**config.mk**
```make
export PLATFORM = sky130hd
export DESIGN_NAME = task_fault_restart_supervisor_core
export DESIGN_NICKNAME = d
export VERILOG_FILES = /design/src/sv/tfrs_pkg.sv /design/src/sv/tfrs_front.sv /design/src/sv/tfrs_exec.sv /design/src/sv/tfrs_cfg.sv /design/src/sv/task_fault_restart_supervisor_core.sv
export VERILOG_INCLUDE_DIRS = /design/src /design/src/sv
export SDC_FILE = /design/constraint.sdc
export NUM_CORES = 2
export LEC_CHECK = 0
export BUFFER_PORTS_ARGS = -buffer_cell sky130_fd_sc_hd__buf_2
export CAP_MARGIN = 20
export CORE_MARGIN = 1
export CORE_UTILIZATION = 26
export DETAILED_ROUTE_END_ITERATION = 8
export PLACE_DENSITY = 0.43
export SLEW_MARGIN = 20
export SYNTH_ARGS = -nofsm -noshare
export SYNTH_HDL_FRONTEND = slang
export SYNTH_HIERARCHICAL = 1
export SYNTH_SLANG_ARGS = --single-unit
export TNS_END_PERCENT = 20
```
**constraint.sdc**
```tcl
create_clock -name clk -period 10.1 [get_ports clk]
set_input_delay 1.01 -clock clk [delete_from_list [all_inputs] [get_ports clk]]
set_output_delay 1.01 -clock clk [all_outputs]
set_load 0.03 [all_outputs]
```
**src/sv/task_fault_restart_supervisor_core_defines.svh**
```systemverilog
// Assertion macros shared by the supervisor RTL
`ifndef TASK_FAULT_RESTART_SUPERVISOR_CORE_DEFINES_SVH
`define TASK_FAULT_RESTART_SUPERVISOR_CORE_DEFINES_SVH
// Implication checked on every rising clock edge, off during reset
`define TFRS_ASSERT_IMP(lbl, a, c) \
    lbl: assert property (@(posedge clk) disable iff (!rst_n) (a) |-> (c)) \
        else $error("assertion failed");
// Implication whose consequent is checked in the cycle after the antecedent
`define TFRS_ASSERT_NEXT(lbl, a, c) \
    lbl: assert property (@(posedge clk) disable iff (!rst_n) (a) |=> (c)) \
        else $error("assertion failed");
`endif

```
**src/sv/tfrs_pkg.sv**
```systemverilog
// ----------------------------------------------------------------------------
// tfrs_pkg
// Types and codes shared by the task fault restart supervisor modules.
// ----------------------------------------------------------------------------
package tfrs_pkg;

    // Table size and task id width; the beat fields are sized for these
    localparam int SLOTS        = 8;
    localparam int TASK_ID_BITS = 16;

    typedef enum logic [2:0] {
        OP_REGISTER = 3'd0,
        OP_FAULT    = 3'd1,
        OP_KILL     = 3'd2,
        OP_POLL     = 3'd3,
        OP_SPAWN    = 3'd4
    } op_code_t;

    typedef enum logic [3:0] {
        K_NONE      = 4'd0,
        K_REGISTERED = 4'd1,
        K_FULL      = 4'd2,
        K_ISOLATED  = 4'd3,
        K_REFUSED   = 4'd4,
        K_KILLED    = 4'd5,
        K_RESPAWN   = 4'd6,
        K_GIVEN_UP  = 4'd7,
        K_RESPAWNED = 4'd8,
        K_SPAWN_FAIL = 4'd9
    } kind_t;

    typedef enum logic [1:0] {
        ST_FREE    = 2'd0,
        ST_RUNNING = 2'd1,
        ST_DEAD    = 2'd2,
        ST_ABANDONED = 2'd3
    } slot_st_t;

    typedef enum logic [1:0] {
        EX_IDLE = 2'd0,
        EX_SCAN = 2'd1,
        EX_EMIT = 2'd2
    } ex_state_t;

    localparam logic [31:0] ADDR_BACKOFF = 32'd0;
    localparam logic [31:0] ADDR_LIMIT   = 32'd1;

    typedef struct packed {
        logic [2:0]  op;
        logic [2:0]  slot_index;
        logic [15:0] task_id;
        logic        spawn_ok;
        logic        context_ok;
        logic        has_recovery;
        logic [31:0] now_ms;
    } in_item_t;

    typedef struct packed {
        logic [3:0]  kind;
        logic [2:0]  slot_out;
        logic [15:0] task_id_out;
        logic [7:0]  death_count_out;
        logic        run_recovery;
        logic        last;
    } out_item_t;

    // Beat from the front end to the execution unit
    typedef struct packed {
        logic      is_poll;
        in_item_t  item;
    } cmd_t;

endpackage

```
**src/sv/tfrs_front.sv**
```systemverilog
// ----------------------------------------------------------------------------
// tfrs_front
// Input stage and command queue: takes input beats, flags polls, and holds
// a short queue of commands for the execution unit.
// ----------------------------------------------------------------------------
module tfrs_front #(
    parameter int DEPTH = 2
) (
    input  logic                clk,
    input  logic                rst_n,
    input  logic                in_valid,
    output logic                in_stall,
    input  tfrs_pkg::in_item_t  in_data,
    output logic                cmd_valid,
    input  logic                cmd_take,
    output tfrs_pkg::cmd_t      cmd_data
);
    import tfrs_pkg::*;

    localparam int AW = (DEPTH > 1) ? $clog2(DEPTH) : 1;

    cmd_t            q_reg [DEPTH];
    logic [AW-1:0]   wr_ptr_reg, rd_ptr_reg;
    logic [AW:0]     count_reg;
    logic            push, pop;

    assign in_stall  = (count_reg == (AW+1)'(DEPTH));
    assign push      = in_valid && !in_stall;
    assign cmd_valid = (count_reg != '0);
    assign pop       = cmd_take && cmd_valid;
    assign cmd_data  = q_reg[rd_ptr_reg];

    // Queue storage
    always_ff @(posedge clk)
    begin
        if (push)
        begin
            q_reg[wr_ptr_reg].item    <= in_data;
            q_reg[wr_ptr_reg].is_poll <= (in_data.op == OP_POLL);
        end
    end

    // Pointers and fill count
    always_ff @(posedge clk or negedge rst_n)
    begin
        if (!rst_n)
        begin
            wr_ptr_reg <= '0;
            rd_ptr_reg <= '0;
            count_reg  <= '0;
        end
        else
        begin
            if (push)
                wr_ptr_reg <= (wr_ptr_reg == AW'(DEPTH-1)) ? '0 : wr_ptr_reg + 1'b1;
            if (pop)
                rd_ptr_reg <= (rd_ptr_reg == AW'(DEPTH-1)) ? '0 : rd_ptr_reg + 1'b1;
            count_reg <= count_reg + (AW+1)'(push) - (AW+1)'(pop);
        end
    end

    `include "task_fault_restart_supervisor_core_defines.svh"
    `TFRS_ASSERT_IMP(a_no_overflow, count_reg == (AW+1)'(DEPTH), !push)
    `TFRS_ASSERT_NEXT(a_pop_count, pop && !push, count_reg == $past(count_reg) - 1'b1)
    `TFRS_ASSERT_IMP(a_count_range, 1'b1, count_reg <= (AW+1)'(DEPTH))
endmodule

```
**src/sv/tfrs_exec.sv**
```systemverilog
// ----------------------------------------------------------------------------
// tfrs_exec
// Execution unit: holds the slot table, carries out one command at a time,
// scans slots one per cycle for a poll, pausing on a hit while the output is
// not free, and drives a one-entry result register.
// ----------------------------------------------------------------------------
module tfrs_exec (
    input  logic                 clk,
    input  logic                 rst_n,
    input  logic                 cmd_valid,
    output logic                 cmd_take,
    input  tfrs_pkg::cmd_t       cmd_data,
    input  logic [15:0]          backoff_base,
    input  logic [4:0]           death_limit,
    output logic                 out_valid,
    input  logic                 out_stall,
    output tfrs_pkg::out_item_t  out_data,
    output logic                 busy
);
    import tfrs_pkg::*;

    localparam int SW = (SLOTS > 1) ? $clog2(SLOTS) : 1;

    slot_st_t                 st_reg   [SLOTS];
    logic [TASK_ID_BITS-1:0]  id_reg   [SLOTS];
    logic [7:0]               dth_reg  [SLOTS];
    logic [31:0]              dtime_reg[SLOTS];
    logic                     rec_reg  [SLOTS];
    logic                     kif_reg;
    logic [SW-1:0]            dying_reg;

    ex_state_t                state_reg, state_next;
    cmd_t                     cmd_reg;
    logic [SW-1:0]            scan_reg;
    logic [3:0]               nres_reg;
    logic                     ov_reg;
    out_item_t                od_reg;
    logic                     pend_reg;   // captured poll result not yet known to be last

    // Combined lookups (small table, independent per slot)
    logic [SW-1:0] free_idx, run_idx;
    logic          free_hit, run_hit;
    logic [TASK_ID_BITS-1:0] cmd_id;
    assign cmd_id = cmd_data.item.task_id[TASK_ID_BITS-1:0];

    always_comb
    begin
        free_hit = 1'b0;
        run_hit  = 1'b0;
        free_idx = '0;
        run_idx  = '0;
        for (int i = SLOTS-1; i >= 0; i--)
        begin
            if (st_reg[i] == ST_FREE)
            begin
                free_hit = 1'b1;
                free_idx = SW'(i);
            end
            if (st_reg[i] == ST_RUNNING && id_reg[i] == cmd_id)
            begin
                run_hit = 1'b1;
                run_idx = SW'(i);
            end
        end
    end

    // Poll evaluation of the current scan slot
    logic [7:0]  sd;
    logic [7:0]  sh;
    logic [46:0] wait_ms;
    logic [31:0] elapsed;
    logic        is_dead, give_up, due;
    assign sd      = dth_reg[scan_reg];
    assign sh      = (sd == 8'd0) ? 8'd0 : sd - 8'd1;
    assign wait_ms = (sh > 8'd31) ? {47{1'b1}} : (47'(backoff_base) << sh[4:0]);
    assign elapsed = cmd_reg.item.now_ms - dtime_reg[scan_reg];
    assign is_dead = (st_reg[scan_reg] == ST_DEAD);
    assign give_up = is_dead && (sd > {3'b0, death_limit});
    assign due     = is_dead && !give_up && (47'(elapsed) >= wait_ms);

    logic out_free;
    assign out_free  = !ov_reg || !out_stall;
    assign out_valid = ov_reg;
    assign out_data  = od_reg;
    assign busy      = (state_reg != EX_IDLE) || ov_reg;
    assign cmd_take  = (state_reg == EX_IDLE) && cmd_valid && out_free;

    // Next state
    always_comb
    begin
        state_next = state_reg;
        case (state_reg)
            EX_IDLE: if (cmd_take && cmd_data.is_poll) state_next = EX_SCAN;
            EX_SCAN:
            begin
                // leave once the last slot is either quiet or captured
                if (scan_reg == SW'(SLOTS-1) &&
                    (!(give_up || due) || (!pend_reg && !ov_reg)))
                    state_next = EX_EMIT;
            end
            EX_EMIT: if (out_free) state_next = EX_IDLE;
            default: state_next = EX_IDLE;
        endcase
    end

    always_ff @(posedge clk or negedge rst_n)
    begin
        if (!rst_n)
            state_reg <= EX_IDLE;
        else
            state_reg <= state_next;
    end

    // Table, output register and sequencer
    always_ff @(posedge clk or negedge rst_n)
    begin
        if (!rst_n)
        begin
            for (int i = 0; i < SLOTS; i++)
            begin
                st_reg[i]    <= ST_FREE;
                id_reg[i]    <= '0;
                dth_reg[i]   <= '0;
                dtime_reg[i] <= '0;
                rec_reg[i]   <= 1'b0;
            end
            kif_reg   <= 1'b0;
            dying_reg <= '0;
            ov_reg    <= 1'b0;
            od_reg    <= '0;
            cmd_reg   <= '0;
            scan_reg  <= '0;
            nres_reg  <= '0;
            pend_reg  <= 1'b0;
        end
        else
        begin
            if (ov_reg && !out_stall)
                ov_reg <= 1'b0;
            case (state_reg)
                EX_IDLE:
                begin
                    if (cmd_take)
                    begin
                        cmd_reg <= cmd_data;
                        if (cmd_data.is_poll)
                        begin
                            scan_reg <= '0;
                            nres_reg <= '0;
                            pend_reg <= 1'b0;
                        end
                        else
                        begin
                            ov_reg <= 1'b1;
                            od_reg <= '0;
                            od_reg.last <= 1'b1;
                            case (cmd_data.item.op)
                                OP_REGISTER:
                                begin
                                    od_reg.task_id_out <= 16'(cmd_id);
                                    if (free_hit)
                                    begin
                                        st_reg[free_idx]    <= ST_RUNNING;
                                        id_reg[free_idx]    <= cmd_id;
                                        dth_reg[free_idx]   <= '0;
                                        dtime_reg[free_idx] <= '0;
                                        rec_reg[free_idx]   <= cmd_data.item.has_recovery;
                                        od_reg.kind     <= K_REGISTERED;
                                        od_reg.slot_out <= 3'(free_idx);
                                    end
                                    else
                                        od_reg.kind <= K_FULL;
                                end
                                OP_FAULT:
                                begin
                                    od_reg.task_id_out <= 16'(cmd_id);
                                    if (!kif_reg && cmd_data.item.context_ok && run_hit)
                                    begin
                                        kif_reg   <= 1'b1;
                                        dying_reg <= run_idx;
                                        od_reg.kind <= K_ISOLATED;
                                        od_reg.slot_out <= 3'(run_idx);
                                        od_reg.death_count_out <= dth_reg[run_idx];
                                    end
                                    else
                                        od_reg.kind <= K_REFUSED;
                                end
                                OP_KILL:
                                begin
                                    kif_reg <= 1'b0;
                                    if (kif_reg)
                                    begin
                                        st_reg[dying_reg]    <= ST_DEAD;
                                        id_reg[dying_reg]    <= '0;
                                        dtime_reg[dying_reg] <= cmd_data.item.now_ms;
                                        if (dth_reg[dying_reg] != 8'hFF)
                                            dth_reg[dying_reg] <= dth_reg[dying_reg] + 8'd1;
                                        od_reg.kind <= K_KILLED;
                                        od_reg.slot_out <= 3'(dying_reg);
                                        od_reg.task_id_out <= 16'(id_reg[dying_reg]);
                                        od_reg.death_count_out <=
                                            (dth_reg[dying_reg] != 8'hFF) ?
                                            dth_reg[dying_reg] + 8'd1 : 8'hFF;
                                    end
                                end
                                OP_SPAWN:
                                begin
                                    od_reg.slot_out <= cmd_data.item.slot_index;
                                    if ({1'b0, cmd_data.item.slot_index} < 4'(SLOTS) &&
                                        st_reg[SW'(cmd_data.item.slot_index)] == ST_DEAD)
                                    begin
                                        od_reg.death_count_out <=
                                            dth_reg[SW'(cmd_data.item.slot_index)];
                                        if (cmd_data.item.spawn_ok)
                                        begin
                                            id_reg[SW'(cmd_data.item.slot_index)] <= cmd_id;
                                            st_reg[SW'(cmd_data.item.slot_index)] <= ST_RUNNING;
                                            od_reg.kind <= K_RESPAWNED;
                                            od_reg.task_id_out <= 16'(cmd_id);
                                        end
                                        else
                                        begin
                                            dtime_reg[SW'(cmd_data.item.slot_index)] <=
                                                cmd_data.item.now_ms;
                                            od_reg.kind <= K_SPAWN_FAIL;
                                            od_reg.task_id_out <=
                                                16'(id_reg[SW'(cmd_data.item.slot_index)]);
                                        end
                                    end
                                end
                                default: ;
                            endcase
                        end
                    end
                end
                EX_SCAN:
                begin
                    // one slot per cycle; a hit waits until the output frees
                    if (give_up || due)
                    begin
                        if (pend_reg)
                        begin
                            // earlier hit is not last: release it, output is empty here
                            ov_reg <= 1'b1;
                            pend_reg <= 1'b0;
                        end
                        else if (!ov_reg)
                        begin
                            // hold the result until we know whether it is last
                            pend_reg <= 1'b1;
                            od_reg <= '0;
                            od_reg.kind <= give_up ? K_GIVEN_UP : K_RESPAWN;
                            od_reg.slot_out <= 3'(scan_reg);
                            od_reg.task_id_out <= 16'(id_reg[scan_reg]);
                            od_reg.death_count_out <= sd;
                            od_reg.run_recovery <= due && rec_reg[scan_reg];
                            if (give_up)
                                st_reg[scan_reg] <= ST_ABANDONED;
                            nres_reg <= nres_reg + 4'd1;
                            if (scan_reg != SW'(SLOTS-1))
                                scan_reg <= scan_reg + 1'b1;
                        end
                    end
                    else if (scan_reg != SW'(SLOTS-1))
                        scan_reg <= scan_reg + 1'b1;
                end
                EX_EMIT:
                begin
                    if (out_free)
                    begin
                        ov_reg <= 1'b1;
                        if (!pend_reg && nres_reg == 4'd0)
                        begin
                            od_reg <= '0;
                        end
                        od_reg.last <= 1'b1;
                        pend_reg <= 1'b0;
                    end
                end
                default: ;
            endcase
        end
    end

    `include "task_fault_restart_supervisor_core_defines.svh"
    `TFRS_ASSERT_IMP(a_take_idle, cmd_take, state_reg == EX_IDLE)
    `TFRS_ASSERT_IMP(a_hold_stalled, ov_reg && out_stall, state_next != EX_IDLE || state_reg != EX_EMIT)
    `TFRS_ASSERT_NEXT(a_kill_clears, cmd_take && cmd_data.item.op == OP_KILL, !kif_reg)
    `TFRS_ASSERT_IMP(a_results_bound, 1'b1, nres_reg <= 4'(SLOTS))
endmodule

```
**src/sv/tfrs_cfg.sv**
```systemverilog
// ----------------------------------------------------------------------------
// tfrs_cfg
// APB-style register file: backoff base and death limit.
// ----------------------------------------------------------------------------
module tfrs_cfg (
    input  logic        clk,
    input  logic        rst_n,
    input  logic        psel,
    input  logic        penable,
    input  logic        pwrite,
    input  logic [2:0]  paddr,
    input  logic [31:0] pwdata,
    output logic [31:0] prdata,
    output logic        pready,
    output logic [15:0] backoff_base,
    output logic [4:0]  death_limit
);
    import tfrs_pkg::*;

    logic [15:0] base_reg;
    logic [4:0]  lim_reg;
    logic        wr;

    assign pready = 1'b1;
    assign wr     = psel && penable && pwrite;
    assign backoff_base = base_reg;
    assign death_limit  = lim_reg;

    // Register writes
    always_ff @(posedge clk or negedge rst_n)
    begin
        if (!rst_n)
        begin
            base_reg <= 16'd200;
            lim_reg  <= 5'd8;
        end
        else if (wr)
        begin
            if (32'(paddr[2]) == ADDR_BACKOFF && paddr[1:0] == 2'b00)
                base_reg <= pwdata[15:0];
            else if (32'(paddr[2]) == ADDR_LIMIT && paddr[1:0] == 2'b00)
                lim_reg <= pwdata[4:0];
        end
    end

    // Read back
    always_comb
    begin
        prdata = '0;
        if (paddr[1:0] == 2'b00)
        begin
            if (32'(paddr[2]) == ADDR_BACKOFF)
                prdata = {16'd0, base_reg};
            else
                prdata = {27'd0, lim_reg};
        end
    end
endmodule

```
**src/sv/task_fault_restart_supervisor_core.sv**
```systemverilog
// ----------------------------------------------------------------------------
// task_fault_restart_supervisor_core
// Fault and restart supervisor for a table of guarded tasks.
// ----------------------------------------------------------------------------
// Each input beat produces one or more result beats, the last flagged.
// For register, fault, kill commit and spawn result the result beat is
// loaded into the one-entry result register of the execution unit once
// it takes the command from the queue; a poll walks the slot table one
// slot per cycle, pausing on a reported slot while the result register
// is busy or stalled, and each reported slot is a result beat of its
// own, paced by the scan sequencer in the execution unit. A two-entry
// command queue lets input beats be taken while a poll is in progress.
module task_fault_restart_supervisor_core (
    input  logic                 clk,
    input  logic                 rst_n,
    input  logic                 in_valid,
    output logic                 in_stall,
    input  tfrs_pkg::in_item_t   in_data,
    output logic                 out_valid,
    input  logic                 out_stall,
    output tfrs_pkg::out_item_t  out_data,
    input  logic                 psel,
    input  logic                 penable,
    input  logic                 pwrite,
    input  logic [2:0]           paddr,
    input  logic [31:0]          pwdata,
    output logic [31:0]          prdata,
    output logic                 pready
);
    import tfrs_pkg::*;

    logic        cmd_valid, cmd_take, busy;
    cmd_t        cmd_data;
    logic [15:0] backoff_base;
    logic [4:0]  death_limit;

    tfrs_cfg u_cfg (
        .clk, .rst_n, .psel, .penable, .pwrite, .paddr, .pwdata, .prdata,
        .pready, .backoff_base, .death_limit
    );

    tfrs_front #(.DEPTH(2)) u_front (
        .clk, .rst_n, .in_valid, .in_stall, .in_data,
        .cmd_valid, .cmd_take, .cmd_data
    );

    tfrs_exec u_exec (
        .clk, .rst_n, .cmd_valid, .cmd_take, .cmd_data, .backoff_base,
        .death_limit, .out_valid, .out_stall, .out_data, .busy
    );

    `include "task_fault_restart_supervisor_core_defines.svh"
    `TFRS_ASSERT_IMP(a_take_needs_valid, cmd_take, cmd_valid)
    `TFRS_ASSERT_IMP(a_out_busy, out_valid, busy)
    `TFRS_ASSERT_NEXT(a_out_hold, out_valid && out_stall, out_valid && $stable(out_data))
endmodule
```
==> results_dict.tcl <==
set metrics [dict create \
    initial_utilization 0.2626 \
    power_density_nw_per_um2 333.4 \
    crit_fanout 17 \
    ios 167 \
    leakagePower_nw 18.84 \
    final_cell_mix "dfrtp_1 (571), a22o_1 (463), a22oi_1 (253), nand2_1 (198), nor2_1 (188)" \
    r2r.worst_path.cells 29 \
    ir_drop_uv 158.9 \
    r2r-start "u_exec/scan_reg[1]$_DFFE_PN0P_" \
    final_common_cell "dfrtp_1" \
    drc 0 \
    dp_hpwl_mm 112.0 \
    drtAntennaViolNets 0 \
    insertion_delay_ps 710 \
    cpPeakStageDelay_ps 800 \
    worstSetupPathType "reg -> reg" \
    avgViaCountPerCell 5.824 \
    arrival_ps 9450 \
    cts_tree "built" \
    dr.first_iter.drc_count 3925 \
    vias 34470 \
    status "completed" \
    r2r_end "u_exec/out_data[27]$_DFFE_PN0P_" \
    rows 143 \
    syn-cell-area_sq_um 40040 \
    antenna_found_initial 14 \
    track_usage 0.2159 \
    cts_root_buf "clkbuf_16" \
    fin_crit_ps 8911 \
    path_clk_slew_ps 60 \
    layout-drive-gt1-share 0.1681 \
    grt_max_degree 149 \
    cts_setup_buffers 0 \
    clock-sinks 693 \
    pre_cts_ws_ps 1485 \
    grt-ovfl-total 0 \
    fill_cells 15680 \
    finalClockSkew_ps 53.20 \
    wirelength_mm 172.8 \
    start_kind "register" \
    synth.avg_cell_area_sq_um 10.47 \
    setup_viol 0 \
    nets 3997 \
    wire_per_inst_microns 29.20 \
    worst_slew_pin_slew_ps 1165 \
    setup_slack_ps 1189 \
    cts_made_buffers 85 \
    rsz0062_at_grt "false" \
    fin_crit_sh 0.8823 \
    syn_inst 3825 \
    end_kind "register" \
    cts_buffer_depth 3 \
    largest_reg_flops 256 \
    area_growth_pct 14.50 \
    cts.hold.buffers_added 0 \
    cts_resized 0 \
    chipHeight_microns 394.4 \
    hold_violations 0 \
    final_cells 5918 \
    slew-limit-headroom 0.2203 \
    r2r_setup_slack_ps 1190 \
    coreArea_sq_um 152400 \
    finalWeightedCongestion 0.9878 \
    hold_ws_ps 333.5 \
    grt_pass1_wl_mm 249.7 \
    grt_pass1_vias 33560 \
    drt-pass1-iter-count 6 \
    cp.required_ps 10640 \
    htree_levels 3 \
    setup_tns_ps 0 \
    min_path_type "in -> async" \
    crit_path_top_delay_cell "dfrtp_1" \
    yosys_warnings 6 \
    report.final.slew_viol_count 0 \
    post-place-cells 5757 \
    die_area_sq_um 155600 \
    die_x_microns 394.4 \
    port_buffers 133 \
    maxCapViolations 0 \
    max_freq_mhz 112.2 \
]
-- per-stage QoR --
stage	total power [mW]	area, sq um	util
after floorplan	9.245	40090	-
after global placement	12.03	42930	0.2816
after detailed placement	12.05	42970	0.2818
after CTS	15.28	45830	0.3007
after global routing	16.18	45830	0.3007
final	15.28	45840	0.3007
-- per-layer routing --
metal,global-route usage,part of all wire,vias up
met4,0.08091,0.036,16
met1,0.3136,0.46,17620
met2,0.3135,0.42,1733
li1,-,-,14730
met3,0.04195,0.078,375
met5,0,0.00053,-
-- critical path, delay by kind of cell, from the launching register on --
kind            cells  cell delay (ps)
buf+inv             1              260
compound gates     19             4820
mux                 1              320
flops               1              800
fa+ha+maj           2              640
simple gates        5             1720
xor+xnor            1              170
-- report_power, final --
part           internal, mW  switching (mW)  leakage [nW]
combinational          2.79            5.32          8.54
sequential             3.43           0.600          8.90
clock                  1.80            1.34          1.40
total                  8.02            7.26          18.8
-- worst max path at each step --
stage                                         startpoint                              end  cells past startpoint
after detailed placement  u_exec/scan_reg[1]$_DFFE_PN0P_  u_exec/out_data[19]$_DFFE_PN0P_                     29
after global routing      u_exec/scan_reg[1]$_DFFE_PN0P_  u_exec/out_data[27]$_DFFE_PN0P_                     29
after floorplan           u_exec/scan_reg[0]$_DFFE_PN0P_  u_exec/out_data[10]$_DFFE_PN0P_                     36
final                     u_exec/scan_reg[1]$_DFFE_PN0P_  u_exec/out_data[27]$_DFFE_PN0P_                     29
after global placement    u_exec/scan_reg[1]$_DFFE_PN0P_  u_exec/out_data[19]$_DFFE_PN0P_                     29
after CTS                 u_exec/scan_reg[1]$_DFFE_PN0P_  u_exec/out_data[27]$_DFFE_PN0P_                     29
-- layout make-up --
class | instances | area, sq um | share of cell area
multi-input combinational | 2734 | 20740 | 0.4525
inverter | 66 | 247.7 | 0.005404
clock inverter | 33 | 350.3 | 0.007642
sequential | 693 | 17930 | 0.3912
clock buffer | 124 | 2516 | 0.05489
antenna | 4 | 10.01 | 0.0002184
tap | 2030 | 2540 | 0.05541
timing repair buffer | 234 | 1504 | 0.03281
(Power assumes the default switching activity.)
